===== config.mk =====
export PLATFORM = sky130hd
export DESIGN_NAME = two_priority_ring_queue
export DESIGN_NICKNAME = d
export VERILOG_FILES = /design/src/rtl/tprq_pkg.sv /design/src/rtl/two_priority_ring_queue.sv /design/src/rtl/tprq_ram.sv /design/src/rtl/tprq_ring.sv
export VERILOG_INCLUDE_DIRS = /design/src /design/src/rtl
export SDC_FILE = /design/constraint.sdc
export NUM_CORES = 1
export LEC_CHECK = 0
export ABC_AREA = 0
export BUFFER_PORTS_ARGS = -buffer_cell sky130_fd_sc_hd__buf_4
export CAP_MARGIN = 20
export CORE_UTILIZATION = 60
export CTS_CLUSTER_DIAMETER = 60
export DETAILED_ROUTE_END_ITERATION = 16
export PLACE_DENSITY = 0.8
export SYNTH_ARGS = -nofsm -noshare
export SYNTH_HDL_FRONTEND = slang
export SYNTH_SLANG_ARGS = --single-unit
export TNS_END_PERCENT = 1

===== constraint.sdc =====
create_clock -name clk -period 11.56 [get_ports clk]
set_clock_uncertainty 0.2 [all_clocks]
set_input_delay 1.734 -clock clk [delete_from_list [all_inputs] [get_ports clk]]
set_output_delay 1.734 -clock clk [all_outputs]
set_load 0.01 [all_outputs]

===== src/rtl/two_priority_ring_queue_macros.svh =====
// ----------------------------------------------------------------------------
// Two priority ring queue: assertion macros
// Concurrent assertion helpers used by the ring pointer RTL. They are empty in
// synthesis builds.
// ----------------------------------------------------------------------------
`ifndef TWO_PRIORITY_RING_QUEUE_MACROS_SVH
`define TWO_PRIORITY_RING_QUEUE_MACROS_SVH

`ifndef SYNTHESIS
`define TPRQ_ASSERT(label, clk, rst_n, prop) \
	label: assert property (@(posedge clk) disable iff (!rst_n) (prop)) \
		else $error("tprq assertion failed");
`define TPRQ_ASSERT_NEVER(label, clk, rst_n, expr) \
	`TPRQ_ASSERT(label, clk, rst_n, !(expr))
`else
`define TPRQ_ASSERT(label, clk, rst_n, prop)
`define TPRQ_ASSERT_NEVER(label, clk, rst_n, expr)
`endif

`endif


===== src/rtl/tprq_pkg.sv =====
`timescale 1ns / 1ps
// ----------------------------------------------------------------------------
// Two priority ring queue package
// Sizes, operation codes and the word types shared by the queue modules.
// ----------------------------------------------------------------------------
package tprq_pkg;

	localparam int DEPTH  = 16;
	localparam int WORD_W = 32;
	localparam int PTR_W  = (DEPTH > 1) ? $clog2(DEPTH) : 1;
	localparam int FILL_W = $clog2(DEPTH + 1);

	localparam logic OP_INSERT  = 1'b0;
	localparam logic OP_EXTRACT = 1'b1;

	localparam logic [1:0] SEL_HIGH   = 2'd0;
	localparam logic [1:0] SEL_LOW    = 2'd1;
	localparam logic [1:0] SEL_EITHER = 2'd2;

	typedef struct packed {
		logic                     op;
		logic [1:0]               queue_select;
		logic signed [WORD_W-1:0] value;
	} req_t;

	typedef struct packed {
		logic                     ok;
		logic signed [WORD_W-1:0] read_value;
		logic [4:0]               count_high;
		logic [4:0]               count_low;
		logic [5:0]               count_total;
	} rsp_t;

	typedef struct packed {
		logic push;
		logic pop;
	} ring_cmd_t;

	typedef struct packed {
		logic [PTR_W-1:0]  wr_ptr;
		logic [PTR_W-1:0]  rd_ptr;
		logic [FILL_W-1:0] fill;
		logic [FILL_W-1:0] fill_next;
		logic              full;
		logic              empty;
	} ring_stat_t;

endpackage


===== src/rtl/two_priority_ring_queue.sv =====
`timescale 1ns / 1ps
// ----------------------------------------------------------------------------
// Two priority ring queue
// A high and a low priority circular FIFO of signed words held in RAM.
// ----------------------------------------------------------------------------
// Request words arrive on req (req_valid, req_stall) and each one yields
// exactly one response word on rsp (rsp_valid, rsp_stall). A request either
// inserts its value or extracts a word, from the high queue, the low queue
// or either, in which case the high queue is served first.
// The decision is taken from the fill counts as the request is accepted.
// The RAM read for an extract is registered alongside the request in the
// read stage, and the response register follows the read stage.
// One request is accepted every cycle while req_stall is low; each queue
// has a single registered RAM read port.
// When the response register is full and rsp_stall is high, the request
// held in the read stage waits and req_stall is raised until it can move.
// Reset empties both queues and clears the response valid flag. The RAM
// contents are not cleared; only entries that were written are ever read.
// ----------------------------------------------------------------------------
module two_priority_ring_queue (
	input  logic           clk,
	input  logic           arst_n,
	input  logic           req_valid,
	output logic           req_stall,
	input  tprq_pkg::req_t req,
	output logic           rsp_valid,
	input  logic           rsp_stall,
	output tprq_pkg::rsp_t rsp
);
	import tprq_pkg::*;

	ring_cmd_t  hi_cmd;
	ring_cmd_t  lo_cmd;
	ring_stat_t hi_stat;
	ring_stat_t lo_stat;

	logic              accept;
	logic              out_free;
	logic              ok;
	logic [WORD_W-1:0] hi_rdata;
	logic [WORD_W-1:0] lo_rdata;

	logic              valid_s1;
	logic              ok_s1;
	logic              pop_hi_s1;
	logic              pop_lo_s1;
	logic [4:0]        count_hi_s1;
	logic [4:0]        count_lo_s1;
	logic [5:0]        count_tot_s1;

	logic              rsp_valid_q;
	rsp_t              rsp_q;

	assign out_free  = !rsp_valid_q || !rsp_stall;
	assign req_stall = valid_s1 && !out_free;
	assign accept    = req_valid && !req_stall;

	always_comb begin
		hi_cmd = '0;
		lo_cmd = '0;
		if (req.op == OP_INSERT) begin
			case (req.queue_select)
				SEL_HIGH: hi_cmd.push = !hi_stat.full;
				SEL_LOW:  lo_cmd.push = !lo_stat.full;
				SEL_EITHER: begin
					hi_cmd.push = !hi_stat.full;
					lo_cmd.push = hi_stat.full && !lo_stat.full;
				end
				default: ;
			endcase
		end else begin
			case (req.queue_select)
				SEL_HIGH: hi_cmd.pop = !hi_stat.empty;
				SEL_LOW:  lo_cmd.pop = !lo_stat.empty;
				SEL_EITHER: begin
					hi_cmd.pop = !hi_stat.empty;
					lo_cmd.pop = hi_stat.empty && !lo_stat.empty;
				end
				default: ;
			endcase
		end
		if (!accept) begin
			hi_cmd = '0;
			lo_cmd = '0;
		end
	end

	assign ok = hi_cmd.push || hi_cmd.pop || lo_cmd.push || lo_cmd.pop;

	tprq_ring u_hi_ring (
		.clk    (clk),
		.arst_n (arst_n),
		.cmd    (hi_cmd),
		.stat   (hi_stat)
	);

	tprq_ring u_lo_ring (
		.clk    (clk),
		.arst_n (arst_n),
		.cmd    (lo_cmd),
		.stat   (lo_stat)
	);

	tprq_ram #(
		.DEPTH_P (DEPTH),
		.WIDTH_P (WORD_W)
	) u_hi_ram (
		.clk   (clk),
		.we    (hi_cmd.push),
		.waddr (hi_stat.wr_ptr),
		.wdata ($unsigned(req.value)),
		.re    (hi_cmd.pop),
		.raddr (hi_stat.rd_ptr),
		.rdata (hi_rdata)
	);

	tprq_ram #(
		.DEPTH_P (DEPTH),
		.WIDTH_P (WORD_W)
	) u_lo_ram (
		.clk   (clk),
		.we    (lo_cmd.push),
		.waddr (lo_stat.wr_ptr),
		.wdata ($unsigned(req.value)),
		.re    (lo_cmd.pop),
		.raddr (lo_stat.rd_ptr),
		.rdata (lo_rdata)
	);

	always_ff @(posedge clk or negedge arst_n) begin
		if (!arst_n) begin
			valid_s1 <= 1'b0;
		end else if (accept) begin
			valid_s1 <= 1'b1;
		end else if (out_free) begin
			valid_s1 <= 1'b0;
		end
	end

	always_ff @(posedge clk) begin
		if (accept) begin
			ok_s1        <= ok;
			pop_hi_s1    <= hi_cmd.pop;
			pop_lo_s1    <= lo_cmd.pop;
			count_hi_s1  <= 5'(hi_stat.fill_next);
			count_lo_s1  <= 5'(lo_stat.fill_next);
			count_tot_s1 <= 6'({1'b0, hi_stat.fill_next} + {1'b0, lo_stat.fill_next});
		end
	end

	always_ff @(posedge clk or negedge arst_n) begin
		if (!arst_n) begin
			rsp_valid_q <= 1'b0;
		end else if (out_free) begin
			rsp_valid_q <= valid_s1;
		end
	end

	always_ff @(posedge clk) begin
		if (out_free && valid_s1) begin
			rsp_q.ok          <= ok_s1;
			rsp_q.read_value  <= pop_hi_s1 ? $signed(hi_rdata) :
			                     pop_lo_s1 ? $signed(lo_rdata) : '0;
			rsp_q.count_high  <= count_hi_s1;
			rsp_q.count_low   <= count_lo_s1;
			rsp_q.count_total <= count_tot_s1;
		end
	end

	assign rsp_valid = rsp_valid_q;
	assign rsp       = rsp_q;

endmodule


===== src/rtl/tprq_ram.sv =====
`timescale 1ns / 1ps
// ----------------------------------------------------------------------------
// Two priority ring queue: storage RAM
// Simple dual-port synchronous RAM, one write and one registered read port.
// ----------------------------------------------------------------------------
module tprq_ram #(
	parameter int DEPTH_P = 16,
	parameter int WIDTH_P = 32,
	parameter int ADDR_W  = (DEPTH_P > 1) ? $clog2(DEPTH_P) : 1
) (
	input  logic               clk,
	input  logic               we,
	input  logic [ADDR_W-1:0]  waddr,
	input  logic [WIDTH_P-1:0] wdata,
	input  logic               re,
	input  logic [ADDR_W-1:0]  raddr,
	output logic [WIDTH_P-1:0] rdata
);

	logic [WIDTH_P-1:0] mem [DEPTH_P];

	always_ff @(posedge clk) begin
		if (we) begin
			mem[waddr] <= wdata;
		end
		if (re) begin
			rdata <= mem[raddr];
		end
	end

endmodule


===== src/rtl/tprq_ring.sv =====
`timescale 1ns / 1ps
// ----------------------------------------------------------------------------
// Two priority ring queue: ring pointers
// Write pointer, read pointer and fill count of one circular queue.
// ----------------------------------------------------------------------------
`include "two_priority_ring_queue_macros.svh"

module tprq_ring (
	input  logic                 clk,
	input  logic                 arst_n,
	input  tprq_pkg::ring_cmd_t  cmd,
	output tprq_pkg::ring_stat_t stat
);
	import tprq_pkg::*;

	logic [PTR_W-1:0]  wr_ptr_q;
	logic [PTR_W-1:0]  rd_ptr_q;
	logic [FILL_W-1:0] fill_q;
	logic [FILL_W-1:0] fill_next;

	always_comb begin
		fill_next = fill_q;
		if (cmd.push) begin
			fill_next = fill_q + FILL_W'(1);
		end else if (cmd.pop) begin
			fill_next = fill_q - FILL_W'(1);
		end
	end

	always_ff @(posedge clk or negedge arst_n) begin
		if (!arst_n) begin
			wr_ptr_q <= '0;
			rd_ptr_q <= '0;
			fill_q   <= '0;
		end else begin
			if (cmd.push) begin
				wr_ptr_q <= (wr_ptr_q == PTR_W'(DEPTH - 1)) ? '0 : wr_ptr_q + PTR_W'(1);
			end
			if (cmd.pop) begin
				rd_ptr_q <= (rd_ptr_q == PTR_W'(DEPTH - 1)) ? '0 : rd_ptr_q + PTR_W'(1);
			end
			fill_q <= fill_next;
		end
	end

	assign stat.wr_ptr    = wr_ptr_q;
	assign stat.rd_ptr    = rd_ptr_q;
	assign stat.fill      = fill_q;
	assign stat.fill_next = fill_next;
	assign stat.full      = (fill_q == FILL_W'(DEPTH));
	assign stat.empty     = (fill_q == '0);

	`TPRQ_ASSERT_NEVER(a_fill_range, clk, arst_n, fill_q > FILL_W'(DEPTH))
	`TPRQ_ASSERT_NEVER(a_push_full, clk, arst_n, cmd.push && (fill_q == FILL_W'(DEPTH)))
	`TPRQ_ASSERT_NEVER(a_pop_empty, clk, arst_n, cmd.pop && (fill_q == '0))
	`TPRQ_ASSERT(a_fill_step, clk, arst_n, cmd.push |=> fill_q == $past(fill_q) + FILL_W'(1))

endmodule

* Yosys cells after proc, flatten, opt, wreduce, memory -nomap -nowiden
Memory sizes are Yosys's and may differ from the RTL's. A register that Yosys moved wholly into a read port is not among the register bits.
Index checks and enable logic that the tools add are counted.
Widths: inputs -> output; s select.
** Storage, ports and cells
- Register bits :: 96
- Bits in writable memories :: 1024
- Input port bits :: 39
- Output and inout port bits :: 51
- Logic and storage cells :: 86
- Memories kept :: 2
** Cells by class
- Add/subtract/negate cells :: 9
- Equal/unequal tests :: 8
- Muxes and demuxes :: 26
- Reduce and logical (&&, ||, !) cells :: 22
** Memory list
- u_hi_ram.mem :: depth 16, bits a word 32, read ports 1, clocked after Yosys merged registers in 1, write ports 1, line tprq_ram.sv:20 : logic [WIDTH_P-1:0] mem [DEPTH_P];
- u_lo_ram.mem :: depth 16, bits a word 32, read ports 1, clocked after Yosys merged registers in 1, write ports 1, line tprq_ram.sv:20
** Operator list (number)
- $mux 32 :: 2
- $mux 5 :: 4
- $add 4x1->4 const B :: 4
- $eq 4x4->1 const B :: 4
- $mux 4 :: 4
- $mux 1 :: 12
- $add 5x1->5 const B :: 2
- $eq 5x5->1 const B :: 2
- $logic_not 5->1 :: 2
- $sub 5x1->5 const B :: 2
- $logic_not 1->1 :: 8
- $add 5x5->6 :: 1
- $logic_and 1x1->1 :: 5
- $logic_or 1x1->1 :: 4
- $mux 2 :: 2
- $pmux 1 s2 :: 2
- $eq 2x1->1 const B :: 1
- $eq 2x2->1 const B :: 1
- $logic_not 2->1 :: 1
- $reduce_bool 2->1 :: 1
- $reduce_or 2->1 :: 1

* Longest topological paths before layout
Gate-level depths: netlist of run 1.
- Depth in word-level cells :: 10
- Mapped depth :: 15

* Hierarchy
Synthesis of run 1 repeated with hierarchy kept, for this count alone.
** Second synthesis, totals
- Cell total of the unflattened synthesis :: 1961
- Area, all modules :: 44492.7 sq um
** By module, submodules not included
- tprq_ram :: instances 2, cells each 838, area each 20174.3 sq um
- two_priority_ring_queue :: instances 1, cells each 162, area each 2803.9 sq um
- tprq_ring (u_hi_ring) :: instances 1, cells each 62, area each 675.6 sq um
- tprq_ring (u_lo_ring) :: instances 1, cells each 61, area each 664.4 sq um

* Worst setup path before layout of run 1
No wires, ideal clock.
- Path type :: input -> register
- Start :: input rsp_stall
- End :: register rsp_q, in the netlist rsp[0], enable pin
- Setup time :: 530 ps
- Arrival time :: 5328 ps
- Required time :: 10830 ps
- Path slack :: 5501 ps
- Cell stages on the path :: 1
- Cell sequence :: a21boi_0
** On the way
- Cells in the longest elaborated chain, start to end :: 3
** RTL lines
- start, declared :: line two_priority_ring_queue.sv:27 : input logic rsp_stall,
- $logic_not 1->1 :: line two_priority_ring_queue.sv:54 : assign out_free = !rsp_valid_q || !rsp_stall;
- $logic_or 1x1->1 :: line two_priority_ring_queue.sv:54
- $logic_and 1x1->1 :: line two_priority_ring_queue.sv:160 : if (out_free && valid_s1) begin
- end, declared :: line two_priority_ring_queue.sv:52 : rsp_t rsp_q;
Every way passes these cells.
A chain may end at the register's enable or synchronous reset.

==> results.yml, run 1 <==
critical_path:
  cp_max_fo: 38
  r2r-end: "u_hi_ram.rdata[3]"
  rrSetupSlack_ps: 7130
  worst_setup_path_start_kind: "primary input"
  crit_type: "in -> reg"
  end_kind: "flop"
  crit_arrival_ps: 4880
  path_cells: "buf_4 > inv_1 > ha_1 > o21a_1 > nand4_4 > inv_2 > nand2_1 > o31ai_1 > xnor2_1 > ha_1 > inv_1 > nor3_1 > a31oi_1 > o21ai_0 > a21oi_1 > o311ai_1"
  reg2reg_depth: 6
  cp_top_family: "buffers and inverters"
  critPathMaxStageDelay_ps: 740
  cp_num_buf_inv: 4
  critPathSlowestCell: "inv_2"
  crit_required_ps: 11780
  rr_startpoint: "u_hi_ring.rd_ptr_q[0]"
cells_and_area:
  multiInputGateArea_um2: 9480
  areaGrowthSynthToFinish_pct: 12.0
  diodes: 0
  nNetsFinal: 2286
  drive_gt1_share_pct: 25.7
  finalCoreUtilization_pct: 67.9
  fill_cells: 4422
  seq_area_um2: 35400
  stdcell_count: 3289
global_routing:
  globalRoute.totalOverflow: 0
  use_met3_pct: 6.66
  grt_most_used_layer: "met2"
  grt_pass1_vias: 22167
  met2_usage_pct: 42.2
  grtUsageTotal_pct: 26.9
  grt_pass1_wl_um: 148000
  grtUsageMet1_pct: 38.3
  grt_max_degree: 68
  antenna_found_initial: 2
floorplanning:
  fp.dieArea_um2: 76500
  core_um2: 74600
  core.rowCount: 100
  die_h_um: 277
  initial_core_util_pct: 60.7
  ioPinCount: 90
  chipWidth_um: 277
synth:
  async_reset_ff_share_pct: 2.36
  syn_avg_cell_area_um2: 21.6
  ys_ff_latch: 1184
  synthFlopType: "edfxtp_1"
  synth_edf_count: 1156
  yosysMostFrequentCell: "edfxtp_1"
  synth.area.top_cells: "edfxtp_1 77%, mux4_2 11%, mux2i_1 2.2%"
  synth_top_area_cell: "edfxtp_1"
  synth.distinct_cells: 64
  ys_seq_area_share_pct: 78.3
  synth_area_um2: 45200
  synth_nets: 2159
  yosys-top-cells-count: "1156 x edfxtp_1, 224 x mux4_2, 100 x mux2i_1"
  ys_warn_count: 0
  synth_top_area_share_pct: 76.7
  synth_cells: 2096
worst_hold_path:
  holdCritStartpoint: "count_hi_s1[2]"
  min_path_type: "reg -> reg"
  min_to: "rsp[13]"
  min_path_cells: 0
clocking:
  clockBufferDepth: 3
  htreeDepth: 3
  clk_pin_slew_ps: 60
  cts_tree: "done"
  clk_latency_ps: 690
  cts.sinks: 1184
  cts_resized: 0
  cts_setup_buffers: 0
  numCtsBuffers: 112
  ctsHoldBuffers: 0
  root_buffer: "clkbuf_16"
timing:
  rsz0062_at_grt: "no"
  worst_slew_pin_slew_ps: 1110
  finalSetupViolCount: 0
  final_max_slew_viol_count: 0
  period_share_pct: 40.4
  fin_tns_setup_ps: 0
  slew_headroom_pct: 26.0
  finalHoldViolations: 0
  period_needed_ps: 4670
  max_freq_ghz: 0.214
power_and_ir_drop:
  p_leak_nw: 16.2
  total_power_mw: 11.1
  power_density_nw_per_um2: 218
  peakVddDrop_mv: 0.157
status:
  outcome: "complete, no violations"
place:
  portBuffers: 89
  dp.cells: 3072
  hpwl_um: 56300
  gp_congestion: 0.858
routing:
  routed_wirelength_um: 102000
  drc: 0
  vias: 22038
  wire_per_inst_um: 31.1
  drt_iter0_drc: 2843
  ant_nets: 0
  drtPass1Iterations: 6
  via_per_inst: 6.70
job:
  cap_violations: 0
[routing by layer]
| metal | part of all wire [%] | wire length [um] |
|---|---|---|
| met1 | 38 | 38900 |
| met2 | 48 | 49600 |
| met3 | 11 | 10900 |
| met4 | 2.8 | 2860 |
| met5 | 0.026 | 27 |
[stage by stage]
stage | setup WS, ps | instance area (um2) | hold slack (ps)
after global routing | 6720 | 50700 | 224
after CTS | 6950 | 50500 | 218
after detailed placement | 6210 | 47000 | 205
after floorplan | 5500 | 45200 | 200
after global placement | 6230 | 47000 | 209
final | 6890 | 50700 | 217
[state kept, by name, indices dropped and copies added (netlist names), 5 cells and up]
name and cells:
count_tot_s1 6, u_hi_ring.fill_q 5, u_lo_ram.mem 512, u_lo_ram.rdata 32, u_hi_ram.rdata 32, count_hi_s1 5, u_lo_ring.fill_q 5, count_lo_s1 5
u_hi_ram.mem 512, rsp 49
[final cells by class]
type | instances | area share [%]
sequential | 1184 | 69.9
inverter | 18 | 0.133
clock buffer | 132 | 5.68
tap | 969 | 2.39
timing repair buffer | 117 | 1.92
multi-input combinational | 790 | 18.7
clock inverter | 79 | 1.21
[logic make-up (layout without fill, tap and decap cells)]
| family | after synthesis | in the layout | synth area share (%) |
|---|---|---|---|
| and+or+nand+nor | 155 | 155 | 1.79 |
| adders and majority gates | 24 | 24 | 0.664 |
| xor gates and xnor gates | 21 | 21 | 0.440 |
| AOI/OAI and AO/OA | 236 | 236 | 3.60 |
| DFF | 1184 | 1184 | 78.3 |
| buffers and inverters | 122 | 346 | 1.11 |
| muxes | 354 | 354 | 14.1 |
[where the power goes]
group          total, mW  internal [mW]  switching, mW
Sequential          5.13           4.93          0.208
Clock               3.52           1.94           1.58
Combinational       2.40           1.08           1.32
[worst max path at each step]
stage,from,end,slack (ps),cells after the start
floorplan,rsp_stall,rsp[0],5500,1
global placement,req[32],count_tot_s1[4],6230,16
detailed placement,req[32],count_tot_s1[4],6210,16
CTS,req[32],count_tot_s1[4],6950,16
global route,req[32],count_tot_s1[4],6720,16
finish,req[32],count_tot_s1[4],6890,16
[cells in the final DEF (no fill, tap or decap), types with 4 or more instances in the layout]
| cell | n |
|---|---|
| o21ai_0 | 72 |
| nor2_4 | 13 |
| buf_12 | 6 |
| clkbuf_1 | 20 |
| xnor2_1 | 14 |
| dfrtp_1 | 21 |
| clkinvlp_4 | 5 |
| a22oi_1 | 33 |
| ha_1 | 24 |
| mux4_2 | 224 |
| mux2i_1 | 100 |
| mux2_2 | 30 |
| inv_1 | 17 |
| nor3_2 | 4 |
| nor3_1 | 8 |
| a21o_1 | 5 |
| nand4_1 | 4 |
| clkinv_2 | 31 |
| a221oi_1 | 32 |
| nor2_1 | 6 |
| clkbuf_16 | 112 |
| nand2_1 | 67 |
| buf_4 | 110 |
| a22o_1 | 32 |
| dfrtp_4 | 4 |
| nand3_1 | 12 |
| clkinv_1 | 28 |
| bufinv_16 | 7 |
| a21oi_1 | 37 |
| edfxtp_1 | 1156 |
| xor2_1 | 6 |
| and2_2 | 13 |
No activity file was read; power rests on OpenSTA's default activity.
==> run 2, diff against run 1 <==
--- a/config.mk
+++ b/config.mk
@@ -6,13 +6,13 @@
 export SDC_FILE = /design/constraint.sdc
 export NUM_CORES = 1
 export LEC_CHECK = 0
-export ABC_AREA = 0
+export ABC_AREA = 1
 export BUFFER_PORTS_ARGS = -buffer_cell sky130_fd_sc_hd__buf_4
 export CAP_MARGIN = 20
-export CORE_UTILIZATION = 60
+export CORE_UTILIZATION = 56
 export CTS_CLUSTER_DIAMETER = 60
 export DETAILED_ROUTE_END_ITERATION = 16
-export PLACE_DENSITY = 0.8
+export PLACE_DENSITY = 0.78
 export SYNTH_ARGS = -nofsm -noshare
 export SYNTH_HDL_FRONTEND = slang
 export SYNTH_SLANG_ARGS = --single-unit
==> constraint.sdc (replaced) <==
create_clock -name clk -period 4 [get_ports clk]
set_clock_uncertainty 0.2 [all_clocks]
set_input_delay 0.6 -clock clk [delete_from_list [all_inputs] [get_ports clk]]
set_output_delay 0.6 -clock clk [all_outputs]
set_load 0.01 [all_outputs]
==> run 2 against run 1 <==
Core utilization is 3.9 points lower. Sequential share of layout area is 1.6 points lower. Worst hold slack got worse by 64 ps. Synthesized cell count grew 56%. Critical path depth down 6. Critical path type unchanged. Critical endpoint is now u_lo_ram.mem[12][15]. Largest power group unchanged. Highest routed layer is now met4.
==> results.yml, run 2 <==
critical_path:
  worst_setup_path_start_kind: "primary input"
  cp-endpoint: "u_lo_ram.mem[12][15]"
  r2r-end: "u_lo_ram.mem[12][15]"
  cp_num_buf_inv: 4
  crit_type: "in -> reg"
  crit_cells: 10
  critPathSlowestCell: "dlygate4sd3_1"
  crit_top_cell: "buf_4"
  cp_max_fo: 13
  crit_required_ps: 4170
  end_kind: "flop"
  cp-startpoint: "rsp_stall"
  rrSetupSlack_ps: 820
  crit_arrival_ps: 3390
  reg2reg_depth: 9
  path_cells: "dlygate4sd3_1 > buf_4 > nand3_2 > nand3_1 > nor2_1 > nand2_2 > clkinv_2 > nand2_1 > nor2_4 > buf_4"
  critPathMaxStageDelay_ps: 540
  cp_top_family: "simple AND/OR/NAND/NOR gates"
  rr_startpoint: "u_hi_ring.fill_q[0]"
floorplanning:
  chipWidth_um: 289
  core_um2: 80900
  die_h_um: 289
  core.rowCount: 104
  fp.dieArea_um2: 83300
  initial_core_util_pct: 56.9
  ioPinCount: 90
cells_and_area:
  mostFrequentLayoutCell: "edfxtp_1"
  final_cell_mix: "1156 x edfxtp_1, 419 x nor2_1, 407 x nand2_1"
  diodes: 0
  nNetsFinal: 3418
  stdcell_count: 4508
  postLayoutCellArea_um2: 51900
  finalCoreUtilization_pct: 64.1
  areaGrowthSynthToFinish_pct: 12.7
  drive_gt1_share_pct: 12.2
power_and_ir_drop:
  power_density_nw_per_um2: 651
  total_power_mw: 33.8
  peakVddDrop_mv: 0.465
  p_leak_nw: 17.4
synth:
  synthFlopType: "edfxtp_1"
  synth_area_um2: 46000
  ys_ff_latch: 1184
  synth_top_area_share_pct: 75.4
  ys_warn_count: 0
  syn_avg_cell_area_um2: 14.1
  synth_top_area_cell: "edfxtp_1"
  ys_seq_area_share_pct: 76.9
  synth_edf_count: 1156
  yosysMostFrequentCell: "edfxtp_1"
  async_reset_ff_share_pct: 2.36
  yosys-top-cells-count: "1156 x edfxtp_1, 453 x nor2_1, 408 x nand2_1"
  synth_cells: 3265
  synth_nets: 3328
  synth.area.top_cells: "edfxtp_1 75%, nor2_1 3.7%, nand2_1 3.3%"
  synth.distinct_cells: 40
timing:
  slew_headroom_pct: 27.9
  finalHoldViolations: 0
  fin_tns_setup_ps: 0
  period_share_pct: 80.5
  finalWorstSetupSlack_ps: 781
  rsz0062_at_grt: "no"
  finalSetupViolCount: 0
  whs_ps: 153
  max_freq_ghz: 0.311
  final_max_slew_viol_count: 0
  period_needed_ps: 3220
  worst_slew_pin_slew_ps: 1080
clocking:
  root_buffer: "clkbuf_16"
  numCtsBuffers: 110
  clk_pin_slew_ps: 60
  clockBufferDepth: 3
  cts_tree: "done"
  htreeDepth: 3
  clk_latency_ps: 690
  cts_resized: 0
  cts.sinks: 1184
place:
  hpwl_um: 63500
  portBuffers: 89
  placed_cell_area_um2: 48200
  gp_congestion: 0.852
  dp.cells: 4299
  preCtsSetupSlack_ps: 596
routing:
  ant_nets: 0
  vias: 28369
  via_per_inst: 6.29
  drtPass1Iterations: 6
  wire_per_inst_um: 24.8
  drc: 0
  drt_iter0_drc: 3846
  routed_wirelength_um: 112000
status:
  outcome: "complete, no violations"
global_routing:
  globalRoute.totalOverflow: 0
  use_met3_pct: 4.05
  grt_max_degree: 167
  met2_usage_pct: 43.1
  grt_most_used_layer: "met2"
  antenna_found_initial: 0
  grtUsageTotal_pct: 26.7
  grt_pass1_vias: 26818
  grt_pass1_wl_um: 164000
  grtUsageMet1_pct: 37.1
job:
  cap_violations: 0
worst_hold_path:
  min_path_type: "in -> reg"
run 2: where the power goes:
group / leakage, nW / internal, mW / switching, mW
clock: 1.74 / 5.73 / 4.49
combinational: 4.88 / 2.57 / 6.15
sequential: 10.8 / 14.3 / 0.489
run 2: logic make-up (layout without fill, tap and decap cells):
kind of cell | count (synthesis) | in the layout | synth area share (%)
adder cells (fa/ha/maj) | 24 | 24 | 0.652
multiplexers | 54 | 54 | 1.17
AND/OR/NAND/NOR | 1077 | 1077 | 9.66
flip-flops | 1184 | 1184 | 76.9
XOR/XNOR | 16 | 16 | 0.304
AO/OA/AOI/OAI | 652 | 652 | 8.86
buffers and inverters | 258 | 441 | 2.41
run 2: how the worst min path moves through the flow:
stage / slack, ps / end / start / depth (start not counted)
floorplan: 100 / rsp_valid / arst_n / 0
global placement: 210 / rsp[48] / ok_s1 / 0
detailed placement: 200 / rsp[11] / count_hi_s1[0] / 0
CTS: 120 / u_lo_ram.mem[11][28] / req[28] / 1
global route: 150 / u_hi_ram.mem[6][10] / req[10] / 1
finish: 150 / u_hi_ram.mem[15][21] / req[21] / 1
run 2: routing by layer:
metal  vias up  wire (um)
li1      12418          -
met1     13872      42700
met2      1841      53400
met3       238      11900
met4         0       3810
met5         -          0
run 2: area by class of cell:
cell class	count	area, um2
Clock inverter	68	629
Multi-Input combinational cell	1823	9770
Timing Repair Buffer	185	1570
Inverter	51	203
Fill cell	5469	29100
Clock buffer	137	2920
Tap cell	1060	1330
Sequential cell	1184	35400
run 2: what timing repair did:
item	4_1_cts	5_1_grt
buffers inserted	0	0
hold buffers	3	0
hold endpoints to repair	30	0
